<file path="src/distinct_element_deque_defines.svh">
// Assertion macros shared by the distinct element deque RTL.
`ifndef DISTINCT_ELEMENT_DEQUE_DEFINES_SVH
`define DISTINCT_ELEMENT_DEQUE_DEFINES_SVH

`ifndef SYNTH
// Clocked check that is ignored while reset is asserted.
`define DED_ASSERT(lbl, clk, rst_n, prop, msg) \
    lbl: assert property (@(posedge clk) disable iff (!rst_n) prop) else $error(msg);
// Clocked check that also runs during reset.
`define DED_ASSERT_ALWAYS(lbl, clk, prop, msg) \
    lbl: assert property (@(posedge clk) prop) else $error(msg);
`else
`define DED_ASSERT(lbl, clk, rst_n, prop, msg)
`define DED_ASSERT_ALWAYS(lbl, clk, prop, msg)
`endif

`endif

</file>
<file path="src/ded_pkg.sv">
// Types and constants of the distinct element deque.
`default_nettype none

package ded_pkg;

    // Domain and store sizing.
    localparam int MAX_DOMAIN = 64;
    localparam int IDX_W      = $clog2(MAX_DOMAIN);
    localparam int CNT_W      = $clog2(MAX_DOMAIN + 1);
    localparam int VAL_W      = 6;
    localparam int FUNC_W     = 3;
    localparam int CFG_W      = 7;

    // Operation codes.
    localparam logic [FUNC_W-1:0] FUNC_PUSH_FRONT = 3'd0;
    localparam logic [FUNC_W-1:0] FUNC_PUSH_BACK  = 3'd1;
    localparam logic [FUNC_W-1:0] FUNC_POP_FRONT  = 3'd2;
    localparam logic [FUNC_W-1:0] FUNC_POP_BACK   = 3'd3;
    localparam logic [FUNC_W-1:0] FUNC_QUERY      = 3'd4;

    // One command transfer.
    typedef struct packed {
        logic [FUNC_W-1:0] func;
        logic [VAL_W-1:0]  value;
    } t_cmd;

    // One result transfer.
    typedef struct packed {
        logic              status;
        logic [VAL_W-1:0]  popped_value;
        logic              was_member;
        logic [6:0]        count;
        logic              is_empty;
        logic              is_full;
    } t_result;

endpackage

`default_nettype wire

</file>
<file path="src/ded_ram.sv">
// Generic single-write, single-read RAM with registered read data.
`default_nettype none

module ded_ram #(
    parameter int WIDTH = 8,
    parameter int DEPTH = 64
) (
    input  wire logic                     i_clk,
    input  wire logic                     i_we,
    input  wire logic [$clog2(DEPTH)-1:0] i_waddr,
    input  wire logic [WIDTH-1:0]         i_wdata,
    input  wire logic [$clog2(DEPTH)-1:0] i_raddr,
    output logic      [WIDTH-1:0]         o_rdata
);

    logic [WIDTH-1:0] r_mem [DEPTH];

    // Write port and registered read port.
    always_ff @(posedge i_clk) begin
        if (i_we) begin
            r_mem[i_waddr] <= i_wdata;
        end
        o_rdata <= r_mem[i_raddr];
    end

endmodule

`default_nettype wire

</file>
<file path="src/distinct_element_deque.sv">
// A command accepted at a clock edge shows its result in the next cycle, for one cycle.
// Throughput: one command every cycle; busy stays low, as every operation touches only
// the head, the tail, one slot store location and one membership bit.
// A popped value leaves the slot store read register in the next cycle; its membership
// bit is cleared then and forwarded to the next command. Reset sets the domain size to
// 64 and empties the queue at once: the membership bitmap is flops, so no clearing pass.
`default_nettype none
`include "distinct_element_deque_defines.svh"

module distinct_element_deque
    import ded_pkg::*;
(
    input  wire logic             i_clk,
    input  wire logic             i_rst_n,
    input  wire logic             i_cfg_we,
    input  wire logic [CFG_W-1:0] i_cfg_wdata,
    input  wire logic             start,
    input  wire t_cmd             i_cmd,
    output logic                  busy,
    output logic                  o_valid,
    output t_result               o_result
);

    logic [CNT_W-1:0]      r_n;
    logic [CNT_W-1:0]      r_count;
    logic [IDX_W-1:0]      r_head;
    logic [IDX_W-1:0]      r_tail;
    logic [MAX_DOMAIN-1:0] r_present;
    logic                  r_valid;
    logic                  r_pop_ok;
    t_result               r_res;

    logic [CNT_W-1:0]      n_count;
    logic [IDX_W-1:0]      n_head;
    logic [IDX_W-1:0]      n_tail;
    logic [MAX_DOMAIN-1:0] n_present;
    t_result               n_res;

    logic                  accept;
    logic                  in_dom;
    logic                  member;
    logic                  push_ok;
    logic                  pop_ok;
    logic [IDX_W-1:0]      slot;
    logic [IDX_W-1:0]      head_prev;
    logic [IDX_W-1:0]      head_next;
    logic [IDX_W-1:0]      tail_prev;
    logic [IDX_W-1:0]      tail_next;
    logic [IDX_W-1:0]      rd_addr;
    logic [VAL_W-1:0]      w_rdata;
    logic [CNT_W-1:0]      cfg_n;

    assign busy   = 1'b0;
    assign accept = start && !busy;

    // Slot store.
    ded_ram #(
        .WIDTH(VAL_W),
        .DEPTH(MAX_DOMAIN)
    ) u_slots (
        .i_clk  (i_clk),
        .i_we   (accept && push_ok && !i_cfg_we),
        .i_waddr(slot),
        .i_wdata(i_cmd.value),
        .i_raddr(rd_addr),
        .o_rdata(w_rdata)
    );

    // Saturate the written domain size to 1..MAX_DOMAIN.
    always_comb begin
        if (i_cfg_wdata == '0) begin
            cfg_n = CNT_W'(1);
        end else if (i_cfg_wdata > CFG_W'(MAX_DOMAIN)) begin
            cfg_n = CNT_W'(MAX_DOMAIN);
        end else begin
            cfg_n = CNT_W'(i_cfg_wdata);
        end
    end

    // Circular neighbors of the head and tail within the active domain.
    always_comb begin
        head_prev = (r_head == '0) ? IDX_W'(r_n - CNT_W'(1)) : r_head - IDX_W'(1);
        tail_prev = (r_tail == '0) ? IDX_W'(r_n - CNT_W'(1)) : r_tail - IDX_W'(1);
        head_next = (CNT_W'(r_head) + CNT_W'(1) >= r_n) ? '0 : r_head + IDX_W'(1);
        tail_next = (CNT_W'(r_tail) + CNT_W'(1) >= r_n) ? '0 : r_tail + IDX_W'(1);
    end

    // Command decode and next state.
    always_comb begin
        in_dom  = CNT_W'(i_cmd.value) < r_n;
        // A pop from the previous cycle clears its bit only now, so forward it.
        member  = r_present[i_cmd.value] && !(r_pop_ok && (w_rdata == i_cmd.value));
        push_ok = 1'b0;
        pop_ok  = 1'b0;
        slot    = '0;
        n_head  = r_head;
        n_tail  = r_tail;
        n_count = r_count;
        rd_addr = (i_cmd.func == FUNC_POP_FRONT) ? r_head : r_tail;
        n_res   = '0;
        n_res.status = 1'b1;

        case (i_cmd.func) inside
            FUNC_PUSH_FRONT, FUNC_PUSH_BACK: begin
                if (in_dom) begin
                    n_res.was_member = member;
                    if (!member) begin
                        n_res.status = 1'b0;
                        push_ok      = 1'b1;
                        n_count      = r_count + CNT_W'(1);
                        if (r_count == '0) begin
                            n_head = '0;
                            n_tail = '0;
                            slot   = '0;
                        end else if (i_cmd.func == FUNC_PUSH_FRONT) begin
                            n_head = head_prev;
                            slot   = head_prev;
                        end else begin
                            n_tail = tail_next;
                            slot   = tail_next;
                        end
                    end
                end
            end
            FUNC_POP_FRONT, FUNC_POP_BACK: begin
                if (r_count != '0) begin
                    n_res.status = 1'b0;
                    pop_ok       = 1'b1;
                    n_count      = r_count - CNT_W'(1);
                    // Popping the last element keeps the indices where they are.
                    if (r_count != CNT_W'(1)) begin
                        if (i_cmd.func == FUNC_POP_FRONT) begin
                            n_head = head_next;
                        end else begin
                            n_tail = tail_prev;
                        end
                    end
                end
            end
            FUNC_QUERY: begin
                if (in_dom) begin
                    n_res.status     = 1'b0;
                    n_res.was_member = member;
                end
            end
            default: begin
            end
        endcase

        n_res.count    = 7'(n_count);
        n_res.is_empty = (n_count == '0);
        n_res.is_full  = (n_count == r_n);
    end

    // Membership bitmap: late clear of the last popped value, then a new push.
    always_comb begin
        n_present = r_present;
        if (r_pop_ok) begin
            n_present[w_rdata] = 1'b0;
        end
        if (accept && push_ok) begin
            n_present[i_cmd.value] = 1'b1;
        end
    end

    // Queue state; a configuration write empties the queue.
    always_ff @(posedge i_clk) begin
        if (!i_rst_n) begin
            r_n       <= CNT_W'(MAX_DOMAIN);
            r_count   <= '0;
            r_head    <= '0;
            r_tail    <= '0;
            r_present <= '0;
            r_valid   <= 1'b0;
            r_pop_ok  <= 1'b0;
        end else begin
            r_valid  <= accept;
            r_pop_ok <= accept && pop_ok && !i_cfg_we;
            if (i_cfg_we) begin
                r_n       <= cfg_n;
                r_count   <= '0;
                r_head    <= '0;
                r_tail    <= '0;
                r_present <= '0;
            end else begin
                r_present <= n_present;
                if (accept) begin
                    r_count <= n_count;
                    r_head  <= n_head;
                    r_tail  <= n_tail;
                end
            end
        end
    end

    // Result register; payload needs no reset.
    always_ff @(posedge i_clk) begin
        if (accept) begin
            r_res <= n_res;
        end
    end

    // Result transfer, with the popped value taken from the slot store read register.
    always_comb begin
        o_valid               = r_valid;
        o_result              = r_res;
        o_result.popped_value = r_pop_ok ? w_rdata : '0;
    end

    `DED_ASSERT(a_count_in_domain, i_clk, i_rst_n, r_count <= r_n, "count exceeds domain size")
    `DED_ASSERT(a_result_follows, i_clk, i_rst_n, accept |=> o_valid, "accepted command gave no result")
    `DED_ASSERT(a_no_spurious, i_clk, i_rst_n, !accept |=> !o_valid, "result without a command")
    `DED_ASSERT(a_reject_keeps, i_clk, i_rst_n, (o_valid && o_result.status) |-> ((o_result.popped_value == '0) && (o_result.count == 7'($past(r_count)))), "rejected command changed the queue")

endmodule

`default_nettype wire

</file>
<file path="config.mk">
export PLATFORM = sky130hd
export DESIGN_NAME = distinct_element_deque
export DESIGN_NICKNAME = d
export VERILOG_FILES = /design/src/ded_pkg.sv /design/src/ded_ram.sv /design/src/distinct_element_deque.sv
export VERILOG_INCLUDE_DIRS = /design/src /design/src/src
export SDC_FILE = /design/constraint.sdc
export NUM_CORES = 1
export LEC_CHECK = 0
export BUFFER_PORTS_ARGS = -buffer_cell sky130_fd_sc_hd__buf_2
export CAP_MARGIN = 20
export CORE_MARGIN = 2
export CORE_UTILIZATION = 55
export DETAILED_ROUTE_END_ITERATION = 6
export HOLD_SLACK_MARGIN = 0.12
export PLACE_DENSITY = 0.71
export SYNTH_ARGS = -nofsm -noshare
export SYNTH_HDL_FRONTEND = slang
export SYNTH_SLANG_ARGS = --single-unit
export TNS_END_PERCENT = 5
</file>
<file path="constraint.sdc">
create_clock -name i_clk -period 6 [get_ports i_clk]
set_input_delay 0.9 -clock i_clk [delete_from_list [all_inputs] [get_ports i_clk]]
set_output_delay 0.9 -clock i_clk [all_outputs]
set_load 0.05 [all_outputs]
</file>
==> results.md <==
- I/O Buffers: 37
- Post-CTS setup buffer count: 0
- Initial DRC count: approximately 1900
- CTS Hold Bufs: 0
- Synth cell types: about 70
- Fmax achieved: 210 MHz
- Cell Area, Synth: 21700 µm²
- Fin crit period: ~4800 ps
- Synth top area share: 54.5%
- CP max FO: 13
- Clock Tree Root: clkbuf_16
- Clk buf depth: 3
- Setup Viol. Count Final: 0
- Layout cells sized above 1: 16.2%
- Clk pwr share: about two fifths
- Clk_lat worst skew: 600 ps
- Synth Instances: 1572
- Int Power: 5.62 mW
- Final wirelength: roughly 53 mm
- Final Hold Vio Count: 0
- Via/cell ratio: 6.40
- Setup tns final: 0 ps
- Diode count: 0
- Largest net degree at the start of global routing: 85
- Final slew viol count: 0
- Total vias in the final route: 13775
- Worst vdd ir: ~0.0003 V
- Synth area leader: edfxtp_1
- Async set-or-reset flop fraction in the synthesized netlist: 0%
- P_sw: 1.66 mW
- RSZ-0062 raised after global routing: no
- Core Box Area: 38800 µm²
- Rows: 72
- Top Family by Delay on Critical Path: simple AND/OR/NAND/NOR gates
- Static leakage: between 7 and 8 nW
- Post-synth EDFFs: 395
- Avg WL per Cell: between 20 and 25 µm
- First-pass GRT wire length: 81.4 mm
- Post-Syn Nets: 1621
- Sequential area share after synthesis: between 60% and 70%
- Worst Skew: 18.3 ps
- Global route overflow: 0
- Die Area: between 40000 and 50000 µm²
- DRC viols: 0
- Startpoint type of the worst setup path: register
- DRT antenna net count: 0
- Min Hold Slack: 478 ps
- HPWL after DPL: between 30 and 40 mm
- CP cell instances: inv_1 > ha_1 > ha_1 > a21o_1 > a21o_1 > a21o_1 > a211o_1 > a21oi_1 > buf_4 > a32oi_1 > nor3_1 > nand2_1 > nor2_1
- Combinational Power Share: between 6 and 7%
- Crit Path Category: register to register
- Worst relative slew slack: a little under a third
- Initial antenna violation count: 2
- Power Dens Cells: 302 nW/µm²
- Min-Delay Path Class: register to register
- Status: complete, no violations
- First-pass iteration count of the detailed router: 6
- # IOs: 39
- Routability congestion estimate: 0.912
- Crit path max-delay cell type: dfxtp_1
- CP Buf/Inv Count: 2
- Vias in the first global route: 13535
- Worst-Margin Slew: 1020 ps
- CTS sink count: between 400 and 500
- CP required: 6230 ps
- CTS tree: yes
- Avg Inst Size Synth: 13.8 µm²
- Net Sw Frac: 22.8%
- DIE WIDTH: 203 µm
- Synth warn: 0
- Area delta synth->final: 10.8%
- Flop pwr share: 51.4%
- CP max stage delay: 590 ps
- Crit path DAT: 4980 ps
- CTS H-tree lvls: 2
- MaxCap Viol Count: 0
- Yosys reg bits: ~490
- Final nets: 1648
- Fin crit share: 79.2%
- Crit path capture type: register
- Gr usage total: around a quarter
- Die Ht: 203 µm
- Dominant cells by area after synthesis: edfxtp_1, mux4_2, dfxtp_1, nand2_1, a21oi_1
- Most common cell in the netlist: edfxtp_1
- TritonCTS Buffers: 49
- Worst-path clk slew: approximately 60 ps
- Starting Density: 56.0%
- Synth cell count leaders: edfxtp_1, nand2_1, nor2_1, mux4_2, dfxtp_1
- Post-CTS resize count: 0
- Top_reg_cell synth: edfxtp_1
- Cell mode on critical path: a21o_1
[worst min-delay path, stage by stage (launching register included)]
cell and delay, ps:
dfxtp_1 300, o21ai_0 70, a21oi_1 60
[per-stage QoR]
stage                     setup WS [ps]  power, mW  std cells  utilization, %  instance area (µm²)
final                              1250       7.27       2152            62.1                24100
after CTS                          1340       7.31       2151            62.0                24100
after global routing                964       7.48       2152            62.1                24100
after floorplan                    2050       4.11       1572               -                21700
after detailed placement            952       4.28       2065            57.9                22500
after global placement             1140       4.28       2065            57.9                22500
[power by group through the flow]
stage                     Clock (mW)  Combinational (mW)  Sequential (mW)
after global placement             0               0.464             3.81
after global routing            3.23               0.515             3.74
final                           3.05               0.480             3.74
after CTS                       3.10               0.474             3.74
after floorplan                    0               0.295             3.82
after detailed placement           0               0.471             3.81
[area by class of cell]
type | instances | area, µm²
Clock inverter | 29 | 328
Multi-Input combinational cell | 971 | 7540
Inverter | 22 | 82.6
Tap cell | 518 | 648
Fill cell | 2855 | 14700
Timing Repair Buffer | 62 | 417
Sequential cell | 493 | 13800
Clock buffer | 57 | 1260
[layer usage]
| layer | wire [µm] | vias up | global-route usage (%) |
|---|---|---|---|
| li1 | - | 6101 | - |
| met1 | 22000 | 6891 | 37.5 |
| met2 | 24900 | 659 | 41.4 |
| met3 | 4370 | 122 | 3.69 |
| met4 | 1680 | 2 | 9.59 |
| met5 | 8 | - | 0 |
[logic make-up (layout without fill, tap and decap cells)]
group	count (synthesis)	in the layout	share of synthesized area [%]
DFF	493	493	63.6
adders and majority gates	29	29	1.67
muxes	140	140	12.3
AOI/OAI and AO/OA	307	307	8.91
buffers and inverters	108	170	2.02
other	1	1	0.0172
xor gates and xnor gates	32	32	1.35
and+or+nand+nor	462	462	10.1
[state kept, by name (all words and copies together) (netlist names)]
| signal | cells |
|---|---|
| r_present | 64 |
| r_pop_ok | 1 |
| u_slots.r_mem | 384 |
| o_result | 11 |
| r_count | 7 |
| r_tail | 6 |
| r_n | 7 |
| u_slots.o_rdata | 6 |
| r_head | 6 |
| o_valid | 1 |
[cell usage in the layout, fill, tap and decap left out, types with 14 or more instances in the layout]
cell type    n
a211oi_1    45
a21oi_1     94
a311oi_1    15
a31oi_1     16
and2_1      48
buf_2       36
buf_4       22
clkbuf_16   49
dfxtp_1     98
edfxtp_1   395
ha_1        29
inv_1       22
mux2i_1     31
mux4_2     102
nand2_1    170
nand3_1     30
nor2_1     120
nor2b_1     15
nor3_1      14
o21ai_0     77
xnor2_1     20
[worst paths after layout]
path | cells past startpoint | from | to | slack, ps
worst min-delay path | 2 | r_present[53] | r_present[53] | 480
worst min register to register | 2 | r_present[53] | r_present[53] | 480
worst max register to register | 13 | r_tail[0] | u_slots.r_mem[38][3] | 1250
worst max-delay path | 13 | r_tail[0] | u_slots.r_mem[38][3] | 1250
Power figures use the tool's default switching activity.
